`src/rtl/tss_pkg.sv`:
```
// Package for the task scheduler: sizes, command codes, state encoding.
// No dependencies.
package tss_pkg;
    localparam int NUM_TASKS = 8;
    localparam int NUM_SEMS  = 8;
    localparam int TW = $clog2(NUM_TASKS);
    localparam int SW = $clog2(NUM_SEMS);
    localparam int MS_PER_SECOND = 1000;
    localparam logic [9:0] TICK_RATE_RESET = 10'd100;

    typedef enum logic [2:0] {
        MODE_TICK  = 3'd0,
        MODE_SCHED = 3'd1,
        MODE_SLEEP = 3'd2,
        MODE_SEM_P = 3'd3,
        MODE_SEM_V = 3'd4,
        MODE_PRIO  = 3'd5,
        MODE_SEM_SET = 3'd6,
        MODE_NOP   = 3'd7
    } mode_t;

    typedef enum logic [3:0] {
        ST_IDLE,
        ST_SEMRD,
        ST_CMD,
        ST_MULT,
        ST_UNBLK,
        ST_PICK,
        ST_RELOAD,
        ST_PICK2,
        ST_DONE
    } state_t;

    // one task record as held in the task memory
    typedef struct packed {
        logic [7:0]    quantum;
        logic [7:0]    prio;
        logic [15:0]   sleep;
        logic          blocked;
        logic [SW-1:0] bsem;
    } task_rec_t;

    typedef struct packed {
        logic [2:0]  mode;
        logic [2:0]  task_index;
        logic [2:0]  sem_index;
        logic [15:0] sleep_ms;
        logic [7:0]  new_priority;
        logic [15:0] sem_init;
    } cmd_t;

    typedef struct packed {
        logic [2:0]  ready_task;
        logic        none_ready;
        logic        caller_blocked;
        logic [15:0] sem_level;
        logic [31:0] elapsed_ticks;
    } res_t;
endpackage

```
`src/rtl/tss_if.sv`:
```
// Valid/ready channels, one for commands and one for results.
// Depends on tss_pkg through the fixed command and result payload types.
interface tss_cmd_if;
    logic         valid;
    logic         ready;
    tss_pkg::cmd_t data;
    modport source (output valid, output data, input ready);
    modport sink   (input valid, input data, output ready);
endinterface

interface tss_res_if;
    logic         valid;
    logic         ready;
    tss_pkg::res_t data;
    modport source (output valid, output data, input ready);
    modport sink   (input valid, input data, output ready);
endinterface

```
`src/rtl/tss_task_mem.sv`:
```
// Task table memory: one record per task, one write and one read port,
// registered read data. Depends on tss_pkg.
module tss_task_mem (
    input  logic                    clk,
    input  logic                    we,
    input  logic [tss_pkg::TW-1:0]  waddr,
    input  tss_pkg::task_rec_t      wdata,
    input  logic [tss_pkg::TW-1:0]  raddr,
    output tss_pkg::task_rec_t      rdata
);
    tss_pkg::task_rec_t mem [tss_pkg::NUM_TASKS];

    always_ff @(posedge clk)
    begin
        if (we)
        begin
            mem[waddr] <= wdata;
        end
        rdata <= mem[raddr];
    end
endmodule

```
`src/rtl/tss_sem_mem.sv`:
```
// Semaphore count memory, one write and one read port, registered read.
// Depends on tss_pkg.
module tss_sem_mem (
    input  logic                    clk,
    input  logic                    we,
    input  logic [tss_pkg::SW-1:0]  waddr,
    input  logic [15:0]             wdata,
    input  logic [tss_pkg::SW-1:0]  raddr,
    output logic [15:0]             rdata
);
    logic [15:0] mem [tss_pkg::NUM_SEMS];

    always_ff @(posedge clk)
    begin
        if (we)
        begin
            mem[waddr] <= wdata;
        end
        rdata <= mem[raddr];
    end
endmodule

```
`src/rtl/task_scheduler_with_semaphores.sv`:
```
// Task scheduler with counting semaphores, memory-centered sequencer.
// Commands that do not schedule pass through SEMRD and CMD to DONE; scheduling adds
// up to four sweeps of the task table: UNBLK, PICK, then RELOAD and PICK2 if none is ready.
// Flow: one command at a time; the next transfer waits until the result
// registers. A stalled result holds the sequencer.
// Reset: rst_n async active low, then a clearing pass over max(NUM_TASKS,NUM_SEMS) entries.
module task_scheduler_with_semaphores (
    input  logic              clk,
    input  logic              rst_n,
    input  logic              cfg_we,
    input  logic [9:0]        cfg_wdata,
    tss_cmd_if.sink           cmd,
    tss_res_if.source         res
);
    localparam int TW = tss_pkg::TW;
    localparam int SW = tss_pkg::SW;
    localparam int CW = (TW > SW) ? TW + 1 : SW + 1;

    tss_pkg::state_t state_reg, state_next;
    tss_pkg::cmd_t   cmd_reg;
    logic [9:0]      rate_reg;
    logic [TW-1:0]   run_reg;
    logic [31:0]     ticks_reg;
    logic            none_reg;
    logic            blk_reg;
    logic [CW-1:0]   clr_reg;
    logic            clr_done_reg;
    // scan bookkeeping
    logic [TW:0]     idx_reg;      // index of the record arriving from memory
    logic            rd_v_reg;     // a read was issued last cycle
    logic [7:0]      best_reg;
    logic [TW-1:0]   best_idx_reg;
    logic            found_reg;
    logic [15:0]     semv_reg;
    logic [25:0]     prod_reg;
    logic            res_v_reg;
    tss_pkg::res_t   res_reg;
    // unblock sweep write-back stage: record is held in a register while its sem read completes
    logic            wb_v_reg;
    logic [TW-1:0]   wb_idx_reg;
    tss_pkg::task_rec_t wb_rec_reg;
    tss_pkg::task_rec_t unblk_rec;
    // PRIO is read-modify-write: the write lands in the first DONE cycle
    logic            prio_wr_reg;

    // memory ports
    logic               t_we, s_we;
    logic [TW-1:0]      t_waddr, t_raddr;
    tss_pkg::task_rec_t t_wdata, t_rdata;
    logic [SW-1:0]      s_waddr, s_raddr;
    logic [15:0]        s_wdata, s_rdata;

    tss_task_mem u_tmem (.clk, .we(t_we), .waddr(t_waddr), .wdata(t_wdata),
                         .raddr(t_raddr), .rdata(t_rdata));
    tss_sem_mem  u_smem (.clk, .we(s_we), .waddr(s_waddr), .wdata(s_wdata),
                         .raddr(s_raddr), .rdata(s_rdata));

    logic sem_ok, tsk_ok;
    logic [TW:0] last_idx;
    logic        scan_end;
    logic [16:0] ticks_div;
    logic [15:0] sleep_sat;

    assign sem_ok   = {1'b0, cmd_reg.sem_index} < 4'(tss_pkg::NUM_SEMS);
    assign tsk_ok   = {1'b0, cmd_reg.task_index} < 4'(tss_pkg::NUM_TASKS);
    assign last_idx = (TW+1)'(tss_pkg::NUM_TASKS - 1);
    assign scan_end = rd_v_reg && (idx_reg == last_idx);
    // divide by 1000 via reciprocal: floor(x*ceil(2^40/1000)/2^40) exact for x<2^26
    assign ticks_div = 17'((58'(prod_reg) * 58'd1099511628) >> 40);
    assign sleep_sat = (ticks_div > 17'hFFFF) ? 16'hFFFF : ticks_div[15:0];

    // record in the write-back stage: sem of its blocking index is now visible
    logic unblk_hit;
    assign unblk_hit = wb_rec_reg.blocked && (s_rdata != 16'd0);

    logic elig;
    assign elig = !t_rdata.blocked && (t_rdata.sleep == 16'd0)
                  && (t_rdata.quantum > best_reg);

    // tick accounting applied to the record arriving in the unblock sweep
    always_comb
    begin
        unblk_rec = t_rdata;
        if (tss_pkg::mode_t'(cmd_reg.mode) == tss_pkg::MODE_TICK)
        begin
            if (t_rdata.sleep != 16'd0)
                unblk_rec.sleep = t_rdata.sleep - 16'd1;
            if (idx_reg[TW-1:0] == run_reg && t_rdata.quantum != 8'd0)
                unblk_rec.quantum = t_rdata.quantum - 8'd1;
        end
    end

    // next state
    always_comb
    begin
        state_next = state_reg;
        case (state_reg)
            tss_pkg::ST_IDLE:
                if (cmd.valid && cmd.ready) state_next = tss_pkg::ST_SEMRD;
            tss_pkg::ST_SEMRD:  state_next = tss_pkg::ST_CMD;
            tss_pkg::ST_CMD:
                case (tss_pkg::mode_t'(cmd_reg.mode))
                    tss_pkg::MODE_TICK, tss_pkg::MODE_SCHED:
                        state_next = tss_pkg::ST_UNBLK;
                    tss_pkg::MODE_SLEEP: state_next = tss_pkg::ST_MULT;
                    tss_pkg::MODE_SEM_P:
                        state_next = (sem_ok && s_rdata == 16'd0) ?
                                     tss_pkg::ST_UNBLK : tss_pkg::ST_DONE;
                    default: state_next = tss_pkg::ST_DONE;
                endcase
            tss_pkg::ST_MULT:   state_next = tss_pkg::ST_UNBLK;
            tss_pkg::ST_UNBLK:  if (scan_end) state_next = tss_pkg::ST_PICK;
            tss_pkg::ST_PICK:
                if (scan_end)
                    state_next = (found_reg || elig) ? tss_pkg::ST_DONE
                                                     : tss_pkg::ST_RELOAD;
            tss_pkg::ST_RELOAD: if (scan_end) state_next = tss_pkg::ST_PICK2;
            tss_pkg::ST_PICK2:  if (scan_end) state_next = tss_pkg::ST_DONE;
            tss_pkg::ST_DONE:
                if (!res_v_reg || res.ready) state_next = tss_pkg::ST_IDLE;
            default: state_next = tss_pkg::ST_IDLE;
        endcase
    end

    // memory addressing and write-back
    always_comb
    begin
        t_we    = 1'b0;
        t_waddr = idx_reg[TW-1:0];
        t_wdata = t_rdata;
        t_raddr = run_reg;
        s_we    = 1'b0;
        s_waddr = cmd_reg.sem_index[SW-1:0];
        s_wdata = s_rdata;
        s_raddr = cmd_reg.sem_index[SW-1:0];
        if (!clr_done_reg)
        begin
            t_we = {1'b0, clr_reg} < (CW+1)'(tss_pkg::NUM_TASKS);
            s_we = {1'b0, clr_reg} < (CW+1)'(tss_pkg::NUM_SEMS);
            t_waddr = clr_reg[TW-1:0];
            s_waddr = clr_reg[SW-1:0];
            t_wdata = '0;
            s_wdata = '0;
        end
        else
        begin
            case (state_reg)
                tss_pkg::ST_IDLE:
                    s_raddr = cmd.data.sem_index[SW-1:0];
                tss_pkg::ST_CMD:
                begin
                    t_waddr = run_reg;
                    case (tss_pkg::mode_t'(cmd_reg.mode))
                        tss_pkg::MODE_SEM_P:
                            if (sem_ok)
                            begin
                                if (s_rdata == 16'd0)
                                begin
                                    t_we = 1'b1;
                                    t_wdata.blocked = 1'b1;
                                    t_wdata.bsem = cmd_reg.sem_index[SW-1:0];
                                end
                                else
                                begin
                                    s_we = 1'b1;
                                    s_wdata = s_rdata - 16'd1;
                                end
                            end
                        tss_pkg::MODE_SEM_V:
                            if (sem_ok && s_rdata != 16'hFFFF)
                            begin
                                s_we = 1'b1;
                                s_wdata = s_rdata + 16'd1;
                            end
                        tss_pkg::MODE_SEM_SET:
                            if (sem_ok)
                            begin
                                s_we = 1'b1;
                                s_wdata = cmd_reg.sem_init;
                            end
                        tss_pkg::MODE_PRIO:
                            if (tsk_ok)
                            begin
                                t_raddr = cmd_reg.task_index[TW-1:0];
                            end
                        default: ;
                    endcase
                end
                tss_pkg::ST_MULT:
                begin
                    t_we = 1'b1;
                    t_waddr = run_reg;
                    t_wdata.sleep = sleep_sat;
                    t_raddr = '0;
                end
                tss_pkg::ST_UNBLK:
                begin
                    // issue read of next record, sem read of the visible one
                    t_raddr = idx_reg[TW-1:0] + TW'(rd_v_reg);
                    if (rd_v_reg) s_raddr = t_rdata.bsem;
                    if (scan_end) t_raddr = '0;
                end
                tss_pkg::ST_PICK, tss_pkg::ST_PICK2, tss_pkg::ST_RELOAD:
                begin
                    t_raddr = idx_reg[TW-1:0] + TW'(rd_v_reg);
                    if (state_reg == tss_pkg::ST_RELOAD && rd_v_reg)
                    begin
                        t_we = 1'b1;
                        t_wdata.quantum = t_rdata.prio;
                    end
                    if (scan_end) t_raddr = '0;
                end
                tss_pkg::ST_DONE:
                    if (prio_wr_reg)
                    begin
                        t_we = 1'b1;
                        t_waddr = cmd_reg.task_index[TW-1:0];
                        t_wdata.prio = cmd_reg.new_priority;
                    end
                default: ;
            endcase
            // unblock sweep write-back, in the cycle after the record arrives
            if (wb_v_reg)
            begin
                t_we = 1'b1;
                t_waddr = wb_idx_reg;
                t_wdata = wb_rec_reg;
                if (unblk_hit) t_wdata.blocked = 1'b0;
            end
        end
    end

    always_ff @(posedge clk or negedge rst_n)
    begin
        if (!rst_n)
        begin
            state_reg    <= tss_pkg::ST_IDLE;
            rate_reg     <= tss_pkg::TICK_RATE_RESET;
            run_reg      <= '0;
            ticks_reg    <= '0;
            none_reg     <= 1'b0;
            blk_reg      <= 1'b0;
            clr_reg      <= '0;
            clr_done_reg <= 1'b0;
            idx_reg      <= '0;
            rd_v_reg     <= 1'b0;
            best_reg     <= '0;
            best_idx_reg <= '0;
            found_reg    <= 1'b0;
            res_v_reg    <= 1'b0;
            prio_wr_reg  <= 1'b0;
            wb_v_reg     <= 1'b0;
        end
        else
        begin
            if (cfg_we) rate_reg <= cfg_wdata;
            if (!clr_done_reg)
            begin
                clr_reg <= clr_reg + CW'(1);
                if ({1'b0, clr_reg} == (CW+1)'((tss_pkg::NUM_TASKS > tss_pkg::NUM_SEMS) ?
                    tss_pkg::NUM_TASKS - 1 : tss_pkg::NUM_SEMS - 1))
                    clr_done_reg <= 1'b1;
            end
            state_reg <= state_next;
            prio_wr_reg <= 1'b0;
            wb_v_reg <= (state_reg == tss_pkg::ST_UNBLK) && rd_v_reg;
            case (state_reg)
                tss_pkg::ST_IDLE:
                begin
                    blk_reg <= 1'b0;
                    idx_reg <= '0;
                    rd_v_reg <= 1'b0;
                end
                tss_pkg::ST_CMD:
                begin
                    if (tss_pkg::mode_t'(cmd_reg.mode) == tss_pkg::MODE_TICK)
                        ticks_reg <= ticks_reg + 32'd1;
                    if (tss_pkg::mode_t'(cmd_reg.mode) == tss_pkg::MODE_SEM_P
                        && sem_ok && s_rdata == 16'd0)
                        blk_reg <= 1'b1;
                    if (tss_pkg::mode_t'(cmd_reg.mode) == tss_pkg::MODE_PRIO && tsk_ok)
                        prio_wr_reg <= 1'b1;
                    rd_v_reg <= 1'b0;
                    idx_reg <= '0;
                end
                tss_pkg::ST_UNBLK, tss_pkg::ST_PICK, tss_pkg::ST_RELOAD,
                tss_pkg::ST_PICK2:
                begin
                    if (rd_v_reg) idx_reg <= idx_reg + (TW+1)'(1);
                    rd_v_reg <= 1'b1;
                    if ((state_reg == tss_pkg::ST_PICK || state_reg == tss_pkg::ST_PICK2)
                        && rd_v_reg && elig)
                    begin
                        best_reg <= t_rdata.quantum;
                        best_idx_reg <= idx_reg[TW-1:0];
                        found_reg <= 1'b1;
                    end
                    if (scan_end)
                    begin
                        idx_reg <= '0;
                        rd_v_reg <= 1'b0;
                        best_reg <= '0;
                        if (state_reg == tss_pkg::ST_UNBLK ||
                            state_reg == tss_pkg::ST_RELOAD)
                            found_reg <= 1'b0;
                        if (state_reg == tss_pkg::ST_PICK ||
                            state_reg == tss_pkg::ST_PICK2)
                        begin
                            if (found_reg || elig)
                            begin
                                run_reg <= elig ? idx_reg[TW-1:0] : best_idx_reg;
                                none_reg <= 1'b0;
                            end
                            else if (state_reg == tss_pkg::ST_PICK2)
                                none_reg <= 1'b1;
                        end
                    end
                end
                default: ;
            endcase
            if (state_reg == tss_pkg::ST_UNBLK && !rd_v_reg) found_reg <= 1'b0;
            // result slot: load in DONE, free on transfer
            if (state_reg == tss_pkg::ST_DONE && (!res_v_reg || res.ready))
                res_v_reg <= 1'b1;
            else if (res.ready)
                res_v_reg <= 1'b0;
        end
    end

    // payload registers
    always_ff @(posedge clk)
    begin
        if (cmd.valid && cmd.ready) cmd_reg <= cmd.data;
        prod_reg <= 26'(cmd_reg.sleep_ms) * 26'(rate_reg);
        if (state_reg == tss_pkg::ST_DONE && (!res_v_reg || res.ready))
        begin
            res_reg.ready_task     <= 3'(run_reg);
            res_reg.none_ready     <= none_reg;
            res_reg.caller_blocked <= blk_reg;
            res_reg.sem_level      <= sem_ok ? semv_reg : 16'd0;
            res_reg.elapsed_ticks  <= ticks_reg;
        end
        // track semaphore value after the command's own update
        if (state_reg == tss_pkg::ST_CMD) semv_reg <= s_we ? s_wdata : s_rdata;
        // hold the swept record while its semaphore is read
        if (state_reg == tss_pkg::ST_UNBLK && rd_v_reg)
        begin
            wb_rec_reg <= unblk_rec;
            wb_idx_reg <= idx_reg[TW-1:0];
        end
    end

    assign cmd.ready = clr_done_reg && state_reg == tss_pkg::ST_IDLE;
    assign res.valid = res_v_reg;
    assign res.data  = res_reg;

    assert property (@(posedge clk) disable iff (!rst_n)
        res.valid && !res.ready |=> res.valid && $stable(res.data))
        else $error("result dropped while stalled");
    assert property (@(posedge clk) disable iff (!rst_n)
        cmd.valid && cmd.ready |=> !cmd.ready)
        else $error("second command taken while busy");
    assert property (@(posedge clk) disable iff (!rst_n)
        !clr_done_reg |-> !cmd.ready)
        else $error("command accepted during clear pass");
    assert property (@(posedge clk) disable iff (!rst_n)
        state_reg == tss_pkg::ST_PICK2 && scan_end |=> state_reg == tss_pkg::ST_DONE)
        else $error("second pick did not finish");
endmodule
```
`src/flat_wrapper.sv`:
```
// flat-port wrapper written by rule: the top's interface ports become plain ports
module task_scheduler_with_semaphores_flat 
  (clk, rst_n, cfg_we, cfg_wdata, cmd_valid, cmd_data, cmd_ready, res_valid, res_data, res_ready);
  tss_cmd_if cmd_i ();
  tss_res_if res_i ();
  input  logic clk;
  input  logic rst_n;
  input  logic cfg_we;
  input  logic [9:0] cfg_wdata;
  input wire logic [$bits(cmd_i.valid)-1:0] cmd_valid;
  input wire logic [$bits(cmd_i.data)-1:0] cmd_data;
  output wire logic [$bits(cmd_i.ready)-1:0] cmd_ready;
  output wire logic [$bits(res_i.valid)-1:0] res_valid;
  output wire logic [$bits(res_i.data)-1:0] res_data;
  input wire logic [$bits(res_i.ready)-1:0] res_ready;
  assign cmd_i.valid = cmd_valid;
  assign cmd_i.data = cmd_data;
  assign cmd_ready = cmd_i.ready;
  assign res_valid = res_i.valid;
  assign res_data = res_i.data;
  assign res_i.ready = res_ready;
  task_scheduler_with_semaphores u_core (.clk(clk), .rst_n(rst_n), .cfg_we(cfg_we), .cfg_wdata(cfg_wdata), .cmd(cmd_i), .res(res_i));
endmodule
```
`config.mk`:
```
export PLATFORM = sky130hd
export DESIGN_NAME = task_scheduler_with_semaphores_flat
export DESIGN_NICKNAME = d
export VERILOG_FILES = /design/src/rtl/tss_pkg.sv /design/src/rtl/tss_if.sv /design/src/rtl/tss_task_mem.sv /design/src/rtl/tss_sem_mem.sv /design/src/rtl/task_scheduler_with_semaphores.sv /design/src/flat_wrapper.sv
export SDC_FILE = /design/constraint.sdc
export NUM_CORES = 2
export LEC_CHECK = 0
export BUFFER_PORTS_ARGS = -buffer_cell sky130_fd_sc_hd__clkbuf_2
export CAP_MARGIN = 0
export CORE_ASPECT_RATIO = 0.9
export CORE_MARGIN = 4
export CORE_UTILIZATION = 46
export DETAILED_ROUTE_END_ITERATION = 8
export PLACE_DENSITY = 0.66
export SLEW_MARGIN = 20
export SYNTH_ARGS = -nofsm -noshare
export SYNTH_HDL_FRONTEND = slang
export SYNTH_SLANG_ARGS = --single-unit
```
`constraint.sdc`:
```
create_clock -name clk -period 8.2 [get_ports clk]
set_input_delay 2.46 -clock clk [delete_from_list [all_inputs] [get_ports clk]]
set_output_delay 2.46 -clock clk [all_outputs]
set_load 0.01 [all_outputs]
```
**Yosys cells after proc, flatten, opt, wreduce, memory -nomap -nowiden**

Memories as Yosys holds them, arrays and structs flattened. A register that Yosys moved wholly into a read port is not among the register bits.
Index checks and enable logic that the tools add are counted.

- Input bits: 64
- Register bits: 259
- Memories: 2
- Bits in writable memories: 416
- Output and inout port bits: 55

Memories:

| memory | depth | bits a word | rd ports | clocked after Yosys merged registers in | wr ports | line | text |
|---|---|---|---|---|---|---|---|
| u_core.u_tmem.mem | 8 | 36 | 1 | 1 | 1 | tss_task_mem.sv:11 | `tss_pkg::task_rec_t mem [tss_pkg::NUM_TASKS];` |
| u_core.u_smem.mem | 8 | 16 | 1 | 1 | 1 | tss_sem_mem.sv:11 | `logic [15:0] mem [tss_pkg::NUM_SEMS];` |

- $lt $le $gt $ge: 3
- Multiply operators: 2
- Reductions and logical operators: 47
- Mux-type cells: 83
- Add/subtract/negate cells: 8
- Equal/unequal tests: 26

Operators by type and width:

| operator | number |
|---|---|
| $mux 16 | 9 |
| $mux 36 | 2 |
| $mux 8 | 8 |
| $mul 26x29->55 const B | 1 |
| $mux 4 | 13 |
| $pmux 16 s3 | 1 |
| $pmux 4 s9 | 1 |
| $add 32x1->32 const B | 1 |
| $logic_not 16->1 | 2 |
| $reduce_bool 16->1 | 2 |
| $sub 16x1->16 const B | 2 |
| $mux 1 | 30 |
| $mux 3 | 10 |
| $mul 16x10->26 | 1 |
| $eq 4x3->1 const B | 6 |
| $gt 17x16->1 const B | 1 |
| $add 16x1->16 const B | 1 |
| $ne 16x16->1 const B | 1 |
| $logic_and 1x1->1 | 14 |
| $ne 2x1->1 const B | 6 |
| $pmux 3 s2 | 2 |
| $pmux 4 s3 | 1 |
| $reduce_bool 2->1 | 6 |
| $reduce_and 2->1 | 5 |
| 29 further kinds | 43 |

**Logic depth before layout (Yosys ltp)**

- Depth after elaboration: 9
- Depth in mapped cells: 26
- Mapped depth without buffers: 24

**By module**

A second synthesis with hierarchy kept.

- Cell total of the unflattened synthesis: 3,465
- Area total of the unflattened synthesis: 44,990.6 µm²

By module, submodules not included:

| module | times used | sequential area each (µm²) | area each (µm²) | cells each |
|---|---|---|---|---|
| task_scheduler_with_semaphores | 1 | 7,140.6 | 27,834.2 | 2,786 |
| tss_task_mem | 1 | 9,369.0 | 11,862.6 | 465 |
| tss_sem_mem | 1 | 4,164.0 | 5,293.8 | 214 |

**Worst setup path after synthesis**

No wires, ideal clock.

- Path type: register to register
- From: register u_core.prod_reg[24]
- To: memory u_core.u_tmem.mem[0][17] (netlist name), data pin
- Arrival time: 6.474 ns
- Slack: 1.502 ns
- Stages on the path, launching flop included: 24
- Buffers on the path: 1
- Cells stage by stage: dfxtp_1 fa_1 xor2_1 ha_1 inv_1 fa_1 inv_1 fa_1 fa_1 inv_1 fa_1 fa_1 inv_1 ha_1 nand4_1 nor4_1 nor2b_1 o31a_1 o21ai_0 nand2_1 a41o_1 buf_4 a21oi_1 a21oi_1

RTL lines:

| element | line | text |
|---|---|---|
| from (decl) | task_scheduler_with_semaphores.sv:35 | `logic [25:0] prod_reg;` |
| from (signal assigned) | task_scheduler_with_semaphores.sv:334 | `prod_reg <= 26'(cmd_reg.sleep_ms) * 26'(rate_reg);` |
| to (decl) | tss_task_mem.sv:11 |  |

==> reports/results.txt <==
Clk_lat worst skew -> 0.65 ns
Syn Inst Count -> 4168
Port bufs -> 118
Post-route setup TNS -> 0 ns
TritonCTS Buffers -> 75
Synth Register Bits -> 727
Row count -> 108
Critical Path RT -> 8.54 ns
Fin crit period -> 7.75 ns
Die Wd -> 339 um
Most flop-heavy register -> u_core.u_tmem.mem
CP Launch Type -> flop
Root Driver -> clkbuf_16
Ys flop type -> edfxtp_1
CP max-delay cell -> dfxtp_1
Die area -> 103000 um2
Kind of cell adding the most delay to the critical path -> adder cells
Clk_skew -> 0.0406 ns
Final Cycle Share -> 0.945
Synthesis-to-layout area growth -> 10.0%
Total Wirelength -> 111000 um
Most common cell after layout, fill and taps aside -> nand2_1
Worst Path Arrival -> 8.10 ns
Most Frequent Cell on Critical Path -> fa_1
Status -> complete, no violations
Sequential cell area fraction in the yosys report -> 0.457
CTS tree -> done
Final Hold Viols -> 0
ANT nets after route -> 0
Residual DRC -> 0
Setup crit end kind -> flop
Met2 usage -> 0.340
Clock slew at reported path FFs -> 0.06 ns
Post-synth cell types -> 83
Io pins -> 119
Via density -> 5.42
First-pass GRT wire length -> 174000 um
WL per Instance -> 19.9 um
Hpwl dp -> 78300 um
RSZ-0062 raised after global routing -> no
GR Util All Layers -> 0.214
Ys Warns -> 0
Die height -> 306 um
Final setup fails -> 0
Final Wtd Congestion -> 0.951
Max FFs per register -> 288
Worst min-delay path category -> reg -> reg
Synthesized net count -> 4924
Cell Chain, Critical Path -> ha_1, fa_1, fa_1, inv_1, fa_1, inv_1, fa_1, fa_1, inv_1, fa_1, inv_1, ha_1, nand4_1, nor4_2, nand2_1, a2111oi_1, nor3_1, o41ai_1, xor2_1, o221ai_1, nand2_1
Met3 Track Usage GR -> 0.0285
Core Area -> 97000 um2
Initial antenna violation count -> 1
Synthesized cell area -> 45200 um2
Via count -> 30190
Most frequent cells in the layout -> nand2_1 (729), edfxtp_1 (573), inv_1 (553), ha_1 (358), fa_1 (334)
Max-cap violations -> 0
FFs w/ async S/R, synth -> 0.105
Crit path largest cell delay -> 0.72 ns
Met1 GRT Util -> 0.318
Final net count -> 4999
Max FO, Critical Path -> 9
Busiest grt layer -> met2
Initial Utilization -> 0.466
Max-slew violations -> 0
Fmax -> 129 MHz
Pin count of the biggest net entering global routing -> 88
Worst-margin pin slew -> 1.08 ns
Clock tree sinks -> 727
Share of layout cells above drive strength 1 -> 0.0799
Total grt overflow -> 0
Postcts setup bufs -> 0
TritonRoute pass-1 iters -> 5
Critical setup path kind -> reg -> reg
Max H-tree Level -> 3
Slew margin rel. -> 0.283
CTS max path bufs -> 3
Post-synth EDFFs -> 573
Vias in the first global route -> 29973
Initial DRC Count -> 2584
Syn_area_per_cell -> 10.9 um2
CP Buf/Inv Count -> 4
Post-layout util -> 0.513
metrics by stage:
| step | instances | hold WS [ns] | setup slack [ns] | cell area (um2) |
|---|---|---|---|---|
| after detailed placement | 5431 | 0.405 | 0.198 | 47200 |
| final | 5570 | 0.418 | 0.447 | 49800 |
| after CTS | 5569 | 0.418 | 0.143 | 49800 |
| after global routing | 5569 | 0.421 | 0.00795 | 49800 |
| after global placement | 5431 | 0.403 | 0.162 | 47200 |
| after floorplan | 4168 | 0.400 | 1.50 | 45200 |
synth_stat cells, types with 78 or more instances:
cell	count	area, um2
and2_1	95	594
a21oi_1	117	586
edfxtp_1	573	17200
fa_1	334	6690
o21ai_0	151	756
ha_1	358	4480
inv_1	554	2080
clkbuf_1	127	477
dfxtp_1	78	1560
nor2_1	128	480
nand2_1	729	2740
nand3_1	295	1480
area by class of cell:
type	count	area, um2
antenna	1	2.50
clock buffer	107	2080
clock inverter	31	458
fill	8548	47300
inverter	554	2080
multi-input combinational	2721	22000
sequential	727	20700
tap	1265	1580
timing repair buffer	164	938
worst paths after layout:
check                                          from                 endpoint  slack (ns)  cells after the start
worst max-delay path            u_core.prod_reg[11]  u_core.u_tmem.mem[0][5]        0.45                     21
worst min-delay path             u_core.semv_reg[0]      u_core.res.data[32]        0.42                      0
worst max register to register  u_core.prod_reg[11]  u_core.u_tmem.mem[0][5]        0.45                     21
worst min register to register   u_core.semv_reg[0]      u_core.res.data[32]        0.42                      0
max in group asynchronous                     rst_n      u_core.clr_done_reg        5.28                      2
min in group asynchronous                     rst_n       u_core.rate_reg[7]        1.67                      1
worst register-to-register path, cell delays in order, from the launching register on:
cell	delay [ns]
dfxtp_1	0.72
ha_1	0.38
fa_1	0.49
fa_1	0.56
inv_1	0.05
fa_1	0.49
inv_1	0.06
fa_1	0.53
fa_1	0.56
inv_1	0.06
fa_1	0.56
inv_1	0.05
ha_1	0.39
nand4_1	0.15
nor4_2	0.41
nand2_1	0.16
a2111oi_1	0.63
nor3_1	0.16
o41ai_1	0.46
xor2_1	0.18
o221ai_1	0.20
nand2_1	0.20
layer usage:
layer	vias up	share of wire
met5	-	0
met2	756	0.46
met4	0	0.016
li1	14154	-
met3	125	0.052
met1	15155	0.47
cells by family (layout without fill, tap and decap cells):
group | count (synthesis) | count (layout) | synth area share
other | 0 | 1 | 0
AO/OA/AOI/OAI | 437 | 437 | 0.0589
adder cells (fa/ha/maj) | 692 | 692 | 0.247
buffers and inverters | 720 | 856 | 0.0610
AND/OR/NAND/NOR | 1441 | 1441 | 0.145
flip-flops | 727 | 727 | 0.457
XOR/XNOR | 105 | 105 | 0.0203
multiplexers | 46 | 46 | 0.0108
what timing repair did:
item | in CTS | in global routing
hold endpoints to repair | 0 | 0
hold buffers | 0 | 0
setup endpoints to repair | 0 | 8
resized for setup | 0 | 2
Power is not shown: default switching activity piles up to over one toggle a cycle in this logic, so the estimate is an artifact.
